--- src/rtl/soa_pkg.sv ---
// Shared types, codes and the direction table of the sonar obstacle-avoidance controller.
package soa_pkg;

  localparam int DistW  = 12;
  localparam int SpeedW = 8;
  localparam int DirW   = 3;
  localparam int PhaseW = 2;
  localparam int MsW    = 10;
  localparam int DegW   = 8;

  localparam logic [DistW-1:0]  SafeDistanceReset = 12'd30;
  localparam logic [SpeedW-1:0] MotorSpeedReset   = 8'd60;

  // Configuration register indexes.
  localparam logic REG_SAFE_DISTANCE = 1'b0;
  localparam logic REG_MOTOR_SPEED   = 1'b1;

  // Direction codes: far left is 0, far right is 6, 7 is never reached.
  localparam logic [DirW-1:0] DIR_CENTRE    = 3'd3;
  localparam logic [DirW-1:0] DIR_FAR_RIGHT = 3'd6;
  localparam logic [DirW-1:0] DIR_UNUSED    = 3'd7;
  localparam logic [DirW-1:0] DIR_LEFT_NEAR = 3'd2;

  localparam logic [PhaseW-1:0] PHASE_LEFT  = 2'd0;
  localparam logic [PhaseW-1:0] PHASE_RIGHT = 2'd2;

  // Servo actions.
  localparam logic [1:0] SERVO_NONE   = 2'd0;
  localparam logic [1:0] SERVO_SWEEP  = 2'd1;
  localparam logic [1:0] SERVO_CENTRE = 2'd2;

  localparam logic [DegW-1:0] DegCentre     = 8'd90;
  localparam logic [DegW-1:0] DegCentreLeft = 8'd120;
  localparam logic [DegW-1:0] DegScanLeft   = 8'd135;
  localparam logic [DegW-1:0] DegScanRight  = 8'd45;
  localparam logic [MsW-1:0]  MsReverse     = 10'd300;

  // Scan state carried from one reading to the next.
  typedef struct packed {
    logic [DirW-1:0]   dir;
    logic [PhaseW-1:0] phase;
  } scan_state_t;

  // One command; the first member lands in the highest bits.
  typedef struct packed {
    logic [SpeedW-1:0] drive_speed;
    logic [DirW-1:0]   new_direction;
    logic [DegW-1:0]   servo_end_deg;
    logic [DegW-1:0]   servo_start_deg;
    logic [1:0]        servo_action;
    logic              resume_forward;
    logic [MsW-1:0]    maneuver_ms;
    logic              right_wheel_dir;
    logic              left_wheel_dir;
    logic              maneuver_valid;
    logic              stop_motors;
  } cmd_t;

  typedef struct packed {
    logic [DegW-1:0] sweep_from;
    logic [DegW-1:0] sweep_to;
    logic [DirW-1:0] next_dir;
    logic            left_rev;
    logic            right_rev;
    logic [MsW-1:0]  turn_ms;
  } dir_entry_t;

  // Per-direction sweep when blocked and turn when clear.
  function automatic dir_entry_t dir_entry(input logic [DirW-1:0] dir);
    dir_entry_t e;
    e = '0;
    case (dir)
      3'd0: e = '{8'd180, 8'd60,  3'd4, 1'b1, 1'b0, 10'd660};
      3'd1: e = '{8'd150, 8'd180, 3'd0, 1'b1, 1'b0, 10'd440};
      3'd2: e = '{8'd120, 8'd150, 3'd1, 1'b1, 1'b0, 10'd220};
      3'd4: e = '{8'd60,  8'd30,  3'd5, 1'b0, 1'b1, 10'd220};
      3'd5: e = '{8'd30,  8'd0,   3'd6, 1'b0, 1'b1, 10'd440};
      3'd6: e = '{8'd0,   8'd0,   3'd2, 1'b0, 1'b1, 10'd700};
      default: e = '0;
    endcase
    return e;
  endfunction

endpackage

--- src/rtl/soa_decide.sv ---
// Decision logic: one reading and the scan state give one command and the next scan state.
module soa_decide import soa_pkg::*; (
  input  logic [DistW-1:0]  distance_reading,
  input  logic [DistW-1:0]  safe_distance,
  input  logic [SpeedW-1:0] motor_speed,
  input  scan_state_t       st,
  output scan_state_t       st_nxt,
  output cmd_t              cmd
);

  logic       blocked;
  dir_entry_t e;

  assign blocked = distance_reading < safe_distance;
  assign e       = dir_entry(st.dir);

  always_comb begin
    cmd             = '0;
    cmd.drive_speed = motor_speed;
    st_nxt          = st;
    case (st.dir)
      DIR_CENTRE: begin
        if (blocked) begin
          cmd.stop_motors     = 1'b1;
          cmd.servo_action    = SERVO_SWEEP;
          cmd.servo_start_deg = DegCentre;
          cmd.servo_end_deg   = DegCentreLeft;
          st_nxt.dir          = DIR_LEFT_NEAR;
          st_nxt.phase        = '0;
        end else begin
          case (st.phase)
            PHASE_LEFT: begin
              cmd.servo_action    = SERVO_SWEEP;
              cmd.servo_start_deg = DegCentre;
              cmd.servo_end_deg   = DegScanLeft;
            end
            PHASE_RIGHT: begin
              cmd.servo_action    = SERVO_SWEEP;
              cmd.servo_start_deg = DegCentre;
              cmd.servo_end_deg   = DegScanRight;
            end
            default: cmd.servo_action = SERVO_CENTRE;
          endcase
          st_nxt.phase = st.phase + 2'd1;
        end
      end
      DIR_UNUSED: ;  // unreachable code: no action, direction kept
      default: begin
        if (blocked && st.dir == DIR_FAR_RIGHT) begin
          // Cornered on every side: back straight out.
          cmd.maneuver_valid  = 1'b1;
          cmd.left_wheel_dir  = 1'b1;
          cmd.right_wheel_dir = 1'b1;
          cmd.maneuver_ms     = MsReverse;
          st_nxt.dir          = DIR_LEFT_NEAR;
        end else if (blocked) begin
          cmd.servo_action    = SERVO_SWEEP;
          cmd.servo_start_deg = e.sweep_from;
          cmd.servo_end_deg   = e.sweep_to;
          st_nxt.dir          = e.next_dir;
        end else begin
          cmd.maneuver_valid  = 1'b1;
          cmd.left_wheel_dir  = e.left_rev;
          cmd.right_wheel_dir = e.right_rev;
          cmd.maneuver_ms     = e.turn_ms;
          cmd.resume_forward  = 1'b1;
          cmd.servo_action    = SERVO_CENTRE;
          st_nxt.dir          = DIR_CENTRE;
        end
      end
    endcase
    cmd.new_direction = st_nxt.dir;
  end

endmodule

--- src/rtl/sonar_obstacle_avoid_fsm_core.sv ---
// Top level of the sonar obstacle-avoidance controller: registers, handshakes and state.
//
// Channel  | Direction | Transaction carries
// ---------+-----------+-----------------------------------------------------------
// in_      | slave     | one finished distance reading (tdata[11:0])
// out_     | master    | one motor, manoeuvre and servo command per reading
// cfg_     | write     | safe_distance (index 0), motor_speed (index 1)
//
// An accepted reading passes through the input register and then the command register
// before its command appears on out_; a new reading can be accepted every cycle while
// out_ does not stall. The decision between those registers is one compare and a
// small table decode. Reset (synchronous, rst_n low) empties both stages, centres the
// probe direction, clears the scan phase and loads the register defaults. A stall on
// out_ holds the command register and backs pressure through to in_tready.
module sonar_obstacle_avoid_fsm_core import soa_pkg::*; (
  input  logic                clk,
  input  logic                rst_n,
  // Input stream
  input  logic                in_tvalid,
  output logic                in_tready,
  input  logic [15:0]         in_tdata,   // [11:0] distance_reading, [15:12] zero
  // Result stream
  output logic                out_tvalid,
  input  logic                out_tready,
  output logic [47:0]         out_tdata,  // [0] stop_motors, [1] maneuver_valid,
                                          // [2] left_wheel_dir, [3] right_wheel_dir,
                                          // [13:4] maneuver_ms, [14] resume_forward,
                                          // [16:15] servo_action, [24:17] servo_start_deg,
                                          // [32:25] servo_end_deg, [35:33] new_direction,
                                          // [43:36] drive_speed, [47:44] zero
  // Configuration writes
  input  logic                cfg_we,
  input  logic                cfg_addr,
  input  logic [DistW-1:0]    cfg_wdata
);

  logic [DistW-1:0]  safe_distance_r;
  logic [SpeedW-1:0] motor_speed_r;

  logic              in_valid_r;
  logic [DistW-1:0]  dist_r;
  logic              out_valid_r;
  cmd_t              cmd_r;
  scan_state_t       st_r;

  scan_state_t       st_nxt;
  cmd_t              cmd_nxt;
  logic              in_fire;
  logic              stage_adv;

  // The reading in the input register moves on whenever the command register is free
  // or is being emptied in the same cycle; the scan state is updated at that moment.
  assign stage_adv = in_valid_r && (!out_valid_r || out_tready);
  assign in_tready = !in_valid_r || stage_adv;
  assign in_fire   = in_tvalid && in_tready;

  soa_decide u_decide (
    .distance_reading (dist_r),
    .safe_distance    (safe_distance_r),
    .motor_speed      (motor_speed_r),
    .st               (st_r),
    .st_nxt           (st_nxt),
    .cmd              (cmd_nxt)
  );

  // Configuration registers. The user must write only while the pipeline is empty; the block does not enforce it.
  always_ff @(posedge clk) begin
    if (!rst_n) begin
      safe_distance_r <= SafeDistanceReset;
      motor_speed_r   <= MotorSpeedReset;
    end else if (cfg_we) begin
      unique case (cfg_addr)
        REG_SAFE_DISTANCE: safe_distance_r <= cfg_wdata;
        REG_MOTOR_SPEED:   motor_speed_r   <= cfg_wdata[SpeedW-1:0];
        default: ;
      endcase
    end
  end

  // Control state: stage valid flags and the scan state.
  always_ff @(posedge clk) begin
    if (!rst_n) begin
      in_valid_r  <= 1'b0;
      out_valid_r <= 1'b0;
      st_r        <= '{dir: DIR_CENTRE, phase: '0};
    end else begin
      if (in_fire)
        in_valid_r <= 1'b1;
      else if (stage_adv)
        in_valid_r <= 1'b0;

      if (stage_adv)
        out_valid_r <= 1'b1;
      else if (out_tready)
        out_valid_r <= 1'b0;

      if (stage_adv)
        st_r <= st_nxt;
    end
  end

  // Payload registers need no reset.
  always_ff @(posedge clk) begin
    if (in_fire)
      dist_r <= in_tdata[DistW-1:0];
    if (stage_adv)
      cmd_r <= cmd_nxt;
  end

  assign out_tvalid = out_valid_r;
  assign out_tdata  = {4'b0000, cmd_r};

  // The probe direction never takes the unused code.
  a_dir_legal: assert property (@(posedge clk) disable iff (!rst_n)
    st_r.dir != DIR_UNUSED)
    else $error("probe direction reached the unused code");

  // The scan state only moves when a reading passes into the command register.
  a_state_holds: assert property (@(posedge clk) disable iff (!rst_n)
    !stage_adv |=> $stable(st_r))
    else $error("scan state changed without a reading being decided");

  // A command with no manoeuvre carries no wheel directions and no duration.
  a_idle_wheels: assert property (@(posedge clk) disable iff (!rst_n)
    (out_valid_r && !cmd_r.maneuver_valid) |->
      (cmd_r.maneuver_ms == '0 && !cmd_r.left_wheel_dir && !cmd_r.right_wheel_dir))
    else $error("wheel fields set without a manoeuvre");

  // The reported direction is the state left behind by the latest decided reading.
  a_dir_reported: assert property (@(posedge clk) disable iff (!rst_n)
    stage_adv |=> (cmd_r.new_direction == st_r.dir))
    else $error("reported direction disagrees with the scan state");

endmodule
--- config.mk ---
export PLATFORM = sky130hd
export DESIGN_NAME = sonar_obstacle_avoid_fsm_core
export DESIGN_NICKNAME = d
export VERILOG_FILES = /design/src/rtl/soa_pkg.sv /design/src/rtl/soa_decide.sv /design/src/rtl/sonar_obstacle_avoid_fsm_core.sv
export SDC_FILE = /design/constraint.sdc
export NUM_CORES = 1
export LEC_CHECK = 0
export ABC_AREA = 1
export BUFFER_PORTS_ARGS = -buffer_cell sky130_fd_sc_hd__buf_2
export CORE_ASPECT_RATIO = 1.2
export CORE_MARGIN = 1
export CORE_UTILIZATION = 57
export DETAILED_ROUTE_END_ITERATION = 6
export HOLD_SLACK_MARGIN = 0.12
export PLACE_DENSITY_LB_ADDON = 0.12
export SYNTH_ARGS = -nofsm -noshare
export SYNTH_HDL_FRONTEND = slang
export SYNTH_SLANG_ARGS = --single-unit
--- constraint.sdc ---
create_clock -name clk -period 4.8 [get_ports clk]
set_clock_uncertainty 0.15 [all_clocks]
set_input_delay 1.2 -clock clk [delete_from_list [all_inputs] [get_ports clk]]
set_output_delay 1.2 -clock clk [all_outputs]
set_load 0.005 [all_outputs]
==> flow_metrics.py, run 1 <==
metrics = {
    "pwr": {
        "p_sw_uw": 359,
        "power.share.switching_pct": 24.6,
        "p_leak_nw": 1.77,
        "p_comb_share_pct": 11.9,
        "p_int_mw": 1.10,
        "pwr-share-seq_pct": 54.4,
        "pwr-share-clk_pct": 33.6,
        "power_density_mw_per_mm2": 372,
        "peakVddDrop_mv": 0.211,
    },
    "logic_synthesis": {
        "synthTopCellsByCount": "56 x nand2_1, 52 x edfxtp_1, 41 x inv_1",
        "synth.avg_cell_area_um2": 10.6,
        "synth_xor_xnor_area_share_pct": 0,
        "synthFlopType": "edfxtp_1",
        "yosys_register_bits": 79,
        "synthMuxAreaShare_pct": 0,
        "synth_top_family_by_area": "simple AND/OR/NAND/NOR gates",
        "ys_seq_area_share_pct": 62.9,
        "synth_most_common_cell": "nand2_1",
        "synthTopCellsByArea": "edfxtp_1 47%, dfxtp_1 16%, nand2_1 6.3%",
        "synth.largest_area_cell": "edfxtp_1",
        "synthArstFlopShare_pct": 0,
        "yosys.area_share.simple_pct": 14.4,
        "synth_compound_area_share_pct": 8.99,
        "syn_area_mm2": 0.00334,
        "synth.top_cell.area_share_pct": 46.7,
        "ys.warnings.count": 0,
        "synth.distinct_cells": 27,
        "synth_edf_count": 52,
        "synth_adder_area_share_pct": 5.24,
        "synth_cells": 315,
    },
    "routing": {
        "drt_pass1_iterations": 5,
        "drc_errors": 0,
        "vias_per_cell": 4.70,
        "vias": 2227,
        "drt-total-wl_mm": 5.18,
        "wl_per_cell_um": 10.9,
        "drt_iter0_markers": 112,
        "antenna_left": 0,
    },
    "clock_network": {
        "hold_buffers": 0,
        "cts_tree": "built",
        "root_buffer": "clkbuf_8",
        "cts-buffers-inserted": 9,
        "cts.sinks": 79,
        "clock_latency_ps": 350,
        "postCtsSetupBuffers": 0,
        "cts.repair.resized": 0,
        "cts.clk_slew.worst_paths_ps": 80,
        "clk_path_buf_depth": 2,
        "ctsHtreeMaxLevel": 3,
    },
    "layout": {
        "syn_to_final_growth_pct": 17.4,
        "design_area_mm2": 0.00392,
        "diodes": 0,
        "nets": 437,
        "drive_above_1_share_pct": 28.2,
    },
    "global_routing": {
        "grt_pass1_wl_mm": 8.65,
        "grt_pass1_vias": 1978,
        "overflow": 0,
        "antenna_found_initial": 0,
        "grt_max_degree": 29,
        "track_usage_pct": 18.7,
    },
    "place": {
        "dp_hpwl_mm": 3.75,
        "place_area_mm2": 0.00372,
        "portBuffers": 72,
        "place.gp.congestion": 0.781,
    },
    "floorplan": {
        "die_x_um": 71.9,
        "core_area_mm2": 0.00567,
        "rows": 30,
        "die_y_um": 85.9,
        "pin_count": 84,
        "die-area_mm2": 0.00617,
        "start_util_pct": 59.0,
    },
    "job": {
        "cap_viol_max_count": 0,
    },
    "setup_path": {
        "cp.required_ps": 3450,
        "critPathMaxFanout": 3,
        "critPathKind": "primary input to primary output",
        "cp-start-kind": "primary input",
        "worstPathArrival_ps": 1590,
        "cp-end-kind": "primary output",
        "r2r_cells": 9,
    },
    "sta": {
        "slew_headroom_pct": 63.5,
        "finalHoldViolCount": 0,
        "setup_viol": 0,
        "hold_ws_ps": 288,
        "period_share_pct": 61.3,
        "finalMaxSlewViolations": 0,
        "tightestPinTransition_ps": 547,
        "setup_tns_ps": 0,
        "max_freq_mhz": 340,
        "layout_min_cycle_time_ps": 2940,
        "rsz0062_at_grt": "false",
    },
    "worst_hold_path": {
        "worstHoldPathType": "flop to flop",
        "whs_path_depth": 0,
    },
    "outcome": {
        "status": "completed",
    },
}
## cells in the final DEF, fill, tap and decap left out, drive strengths merged, types with 3 or more instances in the layout
| cell type | synthesis | layout |
|---|---|---|
| buf | 14 | 73 |
| nand2 | 63 | 63 |
| edfxtp | 52 | 52 |
| inv | 43 | 44 |
| nor2 | 35 | 35 |
| dfxtp | 27 | 27 |
| a21oi | 24 | 24 |
| o21ai | 24 | 24 |
| ha | 14 | 14 |
| nand3 | 10 | 10 |
| clkbuf | 2 | 10 |
| conb | 1 | 7 |
| o211ai | 4 | 4 |
| clkinv | 0 | 3 |
## power by group through the flow
stage	clock network [mW]	logic [mW]	registers [mW]
floorplan	0	0.129	0.808
global placement	0	0.171	0.808
detailed placement	0	0.175	0.809
CTS	0.507	0.177	0.794
global route	0.533	0.201	0.798
finish	0.491	0.174	0.794
## worst paths after layout
check	from	endpoint	slack (ps)
hold reg to reg	motor_speed_r[2]$_SDFFE_PN1P_	out_tdata[38]$_DFFE_PP_	290
setup reg to reg	dist_r[11]$_DFFE_PP_	out_tdata[2]$_SDFFCE_PN0P_	2690
hold / removal	motor_speed_r[2]$_SDFFE_PN1P_	out_tdata[38]$_DFFE_PP_	290
setup / recovery	out_tready	in_tready	1860
## state kept, by name (all words and copies together), names as in the netlist
| signal | cells |
|---|---|
| dist_r | 12 |
| in_valid_r | 1 |
| motor_speed_r | 8 |
| out_tdata | 40 |
| out_tvalid | 1 |
| safe_distance_r | 12 |
| st_r | 5 |
## per-stage QoR
step	worst slack, ps	util [%]	cells	total power [mW]
6_report	1860	69.2	474	1.46
2_1_floorplan	1980	-	321	0.937
4_1_cts	1860	69.2	474	1.48
3_5_place_dp	1860	65.6	458	0.984
3_3_place_gp	1860	65.6	458	0.979
5_1_grt	1810	69.2	474	1.53
## area by class of cell
class                           count  area, µm²
Multi-Input combinational cell    183        983
Clock inverter                      6       68.8
Sequential cell                    79       2100
Tap cell                           80        100
Timing Repair Buffer               73        368
Inverter                           43        164
Fill cell                         432       1740
Clock buffer                       10        138
## worst max-delay path: stages
cell	delay, ps
buf_2	90
inv_1	50
nand3_1	100
buf_2	150
## routing by layer
layer,track usage (%),wire length (µm),vias to the layer above
met2,32.2,2700,61
met3,4.00,180,13
met5,0,0,-
met1,21.3,2170,982
met4,10.7,136,0
li1,-,-,1171
## cell families (layout without fill, tap and decap cells)
family	after synthesis	count (layout)
DFF	79	79
and+or+nand+nor	110	110
adders and majority gates	14	14
AOI/OAI and AO/OA	52	52
other	1	7
buffers and inverters	59	132
(Power assumes the default switching activity.)
==> run 2: changes to the inputs <==
--- a/config.mk
+++ b/config.mk
@@ -9,7 +9,7 @@
 export BUFFER_PORTS_ARGS = -buffer_cell sky130_fd_sc_hd__buf_2
 export CORE_ASPECT_RATIO = 1.2
 export CORE_MARGIN = 1
-export CORE_UTILIZATION = 57
+export CORE_UTILIZATION = 53
 export DETAILED_ROUTE_END_ITERATION = 6
 export HOLD_SLACK_MARGIN = 0.12
 export PLACE_DENSITY_LB_ADDON = 0.12
==> constraint.sdc (replaced) <==
create_clock -name clk -period 3 [get_ports clk]
set_clock_uncertainty 0.15 [all_clocks]
set_input_delay 0.75 -clock clk [delete_from_list [all_inputs] [get_ports clk]]
set_output_delay 0.75 -clock clk [all_outputs]
set_load 0.005 [all_outputs]
==> run 2 against run 1 <==
Worst hold slack worse by 6.3 ps. Die area increased by 7.3%. Via count is 0.13% higher. Highest routed layer unchanged. Sequential power is 60% higher. Core utilization shrank 4.6 points. Total power grew 54%. Register-to-register slack worse by 1800 ps.
==> flow_metrics.py, run 2 (same netlist as run 1, synthesis figures left out) <==
metrics = {
    "layout": {
        "nets": 437,
        "syn_to_final_growth_pct": 17.0,
        "drive_above_1_share_pct": 27.7,
        "nFillCells": 523,
        "final_common_cell": "buf_2",
        "mostFrequentLayoutCells": "72 x buf_2, 56 x nand2_1, 52 x edfxtp_1",
        "seqCellArea_mm2": 0.00210,
        "largest_reg_flops": 40,
        "fin_cells": 476,
        "fin_util_pct": 64.6,
        "diodes": 0,
        "multiInputGateArea_um2": 983,
    },
    "place": {
        "dp_hpwl_mm": 3.87,
        "post-place-ws_ps": 654,
        "place.gp.congestion": 0.784,
        "placed_cells": 460,
        "portBuffers": 72,
    },
    "floorplan": {
        "core_area_mm2": 0.00605,
        "die_y_um": 89.0,
        "start_util_pct": 55.2,
        "pin_count": 84,
        "die-area_mm2": 0.00663,
        "rows": 31,
        "die_x_um": 74.5,
    },
    "clock_network": {
        "cts_tree": "built",
        "cts.clk_slew.worst_paths_ps": 80,
        "cts.repair.resized": 0,
        "clock_latency_ps": 350,
        "clk_path_buf_depth": 2,
        "root_buffer": "clkbuf_8",
        "cts-buffers-inserted": 9,
        "ctsHtreeMaxLevel": 3,
        "postCtsSetupBuffers": 0,
        "hold_buffers": 0,
        "cts.sinks": 79,
    },
    "global_routing": {
        "overflow": 0,
        "track_usage_pct": 18.3,
        "antenna_found_initial": 0,
        "grt_max_degree": 30,
        "grt_pass1_wl_mm": 8.65,
        "grt_pass1_vias": 1981,
    },
    "pwr": {
        "power_density_mw_per_mm2": 576,
        "p_leak_nw": 1.76,
        "power.total_mw": 2.25,
        "peakVddDrop_mv": 0.420,
    },
    "routing": {
        "drc_errors": 0,
        "drt-total-wl_mm": 5.39,
        "antenna_left": 0,
        "drt_iter0_markers": 53,
        "drt_pass1_iterations": 4,
        "vias": 2230,
        "vias_per_cell": 4.68,
        "wl_per_cell_um": 11.3,
    },
    "worst_hold_path": {
        "worstHoldPathType": "flop to flop",
    },
    "setup_path": {
        "cp-start-kind": "flop",
        "crit_chain": "ha_1, nand2_2, nor2_4, nand2_2, nor2_2, nand2_2, nand2_4, nand2_1, nand2_1, o21ai_0",
        "cp.required_ps": 2940,
        "cp-end-kind": "flop",
        "slowest_stage": "edfxtp_1",
        "crit_path_frequent_cell": "nand2_2",
        "worstPathArrival_ps": 2050,
        "critPathKind": "flop to flop",
        "critPathMaxFanout": 16,
        "max_stage_delay_ps": 370,
    },
    "sta": {
        "finalHoldViolCount": 0,
        "setup_ws_ps": 889,
        "tightestPinTransition_ps": 614,
        "max_freq_mhz": 474,
        "setup_tns_ps": 0,
        "period_share_pct": 70.4,
        "layout_min_cycle_time_ps": 2110,
        "rsz0062_at_grt": "false",
        "setup_viol": 0,
        "finalMaxSlewViolations": 0,
        "slew_headroom_pct": 59.0,
    },
    "outcome": {
        "status": "completed",
    },
    "job": {
        "cap_viol_max_count": 0,
    },
}
## run 2: critical path: cells and delay by family, from the launching register on
family                     cells  cell delay [ps]
AOI/OAI and AO/OA              1              110
adders and majority gates      1              320
DFF                            1              370
and+or+nand+nor                8              900
## run 2: worst paths after layout
kind                            slack, ps                           from  cells past startpoint                       to
worst max-delay path                  890           dist_r[11]$_DFFE_PP_                     10  out_tdata[15]$_DFFE_PP_
worst min register to register        280  motor_speed_r[4]$_SDFFE_PN1P_                      0  out_tdata[40]$_DFFE_PP_
worst max register to register        890           dist_r[11]$_DFFE_PP_                     10  out_tdata[15]$_DFFE_PP_
worst min-delay path                  280  motor_speed_r[4]$_SDFFE_PN1P_                      0  out_tdata[40]$_DFFE_PP_
## run 2: power by group
part	internal [mW]	switching, mW	leakage, nW
Sequential	1.25	0.0248	0.717
Combinational	0.105	0.178	0.952
Clock	0.340	0.357	0.0898
Total	1.69	0.560	1.76
## run 2: area by class of cell
class	count	share of cell area (%)
clock buffers	12	3.97
clock inverters	4	0.544
inverters	43	4.19
multi-input cells	183	25.2
flip-flops and latches	79	53.8
well taps	82	2.62
repair buffers	73	9.73
## run 2: through the flow
stage               hold WS (ps)  instance area [µm²]
floorplan                    259                 3360
global placement             267                 3730
detailed placement           265                 3730
CTS                          283                 3910
global route                 290                 3910
finish                       282                 3910
## run 2: routing by layer
layer / routed length [µm] / GRT usage, % / up-vias
met1: 2190 / 18.8 / 987
li1: - / - / 1171
met3: 231 / 4.62 / 13
met2: 2800 / 32.8 / 59
met4: 163 / 11.3 / 0
met5: 0 / 0 / -
==> run 3: changes to the inputs <==
--- a/config.mk
+++ b/config.mk
@@ -9,7 +9,7 @@
 export BUFFER_PORTS_ARGS = -buffer_cell sky130_fd_sc_hd__buf_2
 export CORE_ASPECT_RATIO = 1.2
 export CORE_MARGIN = 1
-export CORE_UTILIZATION = 53
+export CORE_UTILIZATION = 47
 export DETAILED_ROUTE_END_ITERATION = 6
 export HOLD_SLACK_MARGIN = 0.12
 export PLACE_DENSITY_LB_ADDON = 0.12
==> constraint.sdc (replaced) <==
create_clock -name clk -period 1.83 [get_ports clk]
set_clock_uncertainty 0.15 [all_clocks]
set_input_delay 0.4575 -clock clk [delete_from_list [all_inputs] [get_ports clk]]
set_output_delay 0.4575 -clock clk [all_outputs]
set_load 0.005 [all_outputs]
==> run 3 against run 2 <==
The run now ends with negative setup slack left. Critical path type unchanged. Critical endpoint is now out_tdata[12]$_SDFFCE_PN0P_. Flip-flop and latch count did not move. Worst hold slack worse by 140 ps. Maximum frequency is 6.3% higher. Final cell count rose by 6.9%. Sequential power increased by 64%. Routed wire length is 15% higher.
==> flow_metrics.py, run 3 (same netlist as run 1, synthesis figures left out) <==
metrics = {
    "outcome": {
        "status": "complete, but fails checks",
        "violations": "negative setup slack",
    },
    "layout": {
        "diodes": 0,
        "fin_cells": 509,
        "mostFrequentLayoutCells": "72 x buf_2, 52 x edfxtp_1, 42 x nand2_1",
        "nets": 465,
        "fin_util_pct": 64.0,
        "drive_above_1_share_pct": 40.5,
        "final_common_cell": "buf_2",
        "largest_reg_flops": 40,
        "syn_to_final_growth_pct": 31.3,
    },
    "routing": {
        "drt_iter0_markers": 107,
        "wl_per_cell_um": 12.2,
        "vias_per_cell": 4.76,
        "antenna_left": 0,
        "drt-total-wl_mm": 6.20,
        "drt_pass1_iterations": 4,
        "drc_errors": 0,
        "vias": 2421,
    },
    "global_routing": {
        "grtUsageMet3_pct": 3.86,
        "grt_pass1_wl_mm": 9.80,
        "track_usage_pct": 17.7,
        "grt_pass1_vias": 2198,
        "grt.busiest_layer": "met2",
        "antenna_found_initial": 0,
        "use_met2_pct": 32.6,
        "grt_max_degree": 44,
        "overflow": 0,
        "groute.layer.met1.usage_pct": 18.5,
    },
    "setup_path": {
        "cp-end-kind": "flop",
        "critPathMaxFanout": 4,
        "r2r_setup_slack_ps": -150,
        "critPathKind": "flop to flop",
        "cp-start-kind": "flop",
        "timing.rr.start": "dist_r[8]$_DFFE_PP_",
        "cp.required_ps": 1780,
        "r2r_cells": 9,
        "worstPathArrival_ps": 1930,
        "rr_endpoint": "out_tdata[12]$_SDFFCE_PN0P_",
    },
    "pwr": {
        "power_density_mw_per_mm2": 883,
        "pwr-share-clk_pct": 28.1,
        "pwr-share-seq_pct": 53.7,
        "p_int_mw": 2.83,
        "p_comb_share_pct": 18.2,
        "peakVddDrop_mv": 0.486,
        "p_sw_mw": 1.04,
        "power.share.switching_pct": 26.9,
        "p_leak_nw": 1.95,
    },
    "sta": {
        "rsz0062_at_grt": "true",
        "max_freq_mhz": 504,
        "period_share_pct": 108,
        "setup_viol": 36,
        "finalHoldViolCount": 0,
        "hold_ws_ps": 137,
        "finalMaxSlewViolations": 0,
        "layout_min_cycle_time_ps": 1980,
        "setup_ws_ps": -155,
    },
    "worst_hold_path": {
        "whs_endpoint": "dist_r[8]$_DFFE_PP_",
        "whs_path_depth": 1,
        "worstHoldPathType": "primary input to flop",
        "hold_start": "in_tdata[8]",
    },
    "clock_network": {
        "clk_path_buf_depth": 2,
        "root_buffer": "clkbuf_8",
        "cts-buffers-inserted": 9,
        "ctsHtreeMaxLevel": 3,
        "clock_latency_ps": 350,
        "cts.sinks": 79,
        "cts_tree": "built",
        "cts.clk_slew.worst_paths_ps": 70,
    },
    "place": {
        "placed_cells": 481,
        "portBuffers": 72,
        "place.gp.congestion": 0.859,
        "post-place-ws_ps": -231,
        "dp_hpwl_mm": 4.19,
    },
    "floorplan": {
        "rows": 33,
        "die_y_um": 94.4,
        "die-area_mm2": 0.00745,
        "core_area_mm2": 0.00685,
        "die_x_um": 79.0,
        "pin_count": 84,
        "start_util_pct": 48.8,
    },
    "job": {
        "cap_viol_max_count": 0,
    },
}
run 3: how the worst max path moves through the flow:
stage          slack (ps)                     endpoint           startpoint
3_5_place_dp         -230      out_tdata[18]$_DFFE_PP_  dist_r[9]$_DFFE_PP_
2_1_floorplan         -30      out_tdata[28]$_DFFE_PP_  dist_r[9]$_DFFE_PP_
3_3_place_gp         -170      out_tdata[15]$_DFFE_PP_  dist_r[9]$_DFFE_PP_
5_1_grt              -230  out_tdata[12]$_SDFFCE_PN0P_  dist_r[8]$_DFFE_PP_
4_1_cts              -130      out_tdata[26]$_DFFE_PP_  dist_r[7]$_DFFE_PP_
6_report             -150  out_tdata[12]$_SDFFCE_PN0P_  dist_r[8]$_DFFE_PP_
run 3: final cells by class:
type | count | area, µm²
multi-input combinational | 184 | 1200
tap | 87 | 109
timing repair buffer | 99 | 624
sequential | 79 | 2100
timing repair inverter | 1 | 11.3
clock inverter | 5 | 27.5
inverter | 43 | 178
clock buffer | 11 | 131
fill | 585 | 2470
run 3: layer usage:
metal | wire length (µm) | vias up
li1 | - | 1230
met5 | 0 | -
met1 | 2430 | 1110
met3 | 239 | 17
met4 | 158 | 0
met2 | 3380 | 64
run 3: metrics by stage:
stage	total power [mW]	area (µm²)	TNS, ps
final	3.87	4390	-3350
after global routing	4.06	4390	-5990
after CTS	3.82	4230	-3270
after detailed placement	2.64	3880	-3050
after global placement	2.63	3880	-1990
after floorplan	2.46	3390	-82.0
run 3: critical path, stage by stage, from the launching register on:
cell	delay, ps
edfxtp_1	370
ha_1	310
nand2_2	90
nor2_4	50
buf_4	130
a21oi_4	200
buf_12	140
nand2_8	60
o21ai_4	160
nor2_1	70
run 3: power groups by stage:
stage	Clock, mW	Sequential [mW]	Combinational, mW
finish	1.09	2.08	0.706
global placement	0	2.12	0.511
detailed placement	0	2.12	0.523
global route	1.19	2.09	0.784
floorplan	0	2.12	0.345
CTS	1.11	2.08	0.623
run 3: repair_timing:
| item | 4_1_cts | 5_1_grt |
|---|---|---|
| setup buffers | 6 | 2 |
| hold buffers | 2 | 0 |
| pin swaps | 9 | 12 |
| gates resized for setup | 26 | 31 |
| gates cloned | 2 | 0 |
| endpoints found under the hold margin | 2 | 0 |
| setup endpoints to repair | 31 | 37 |
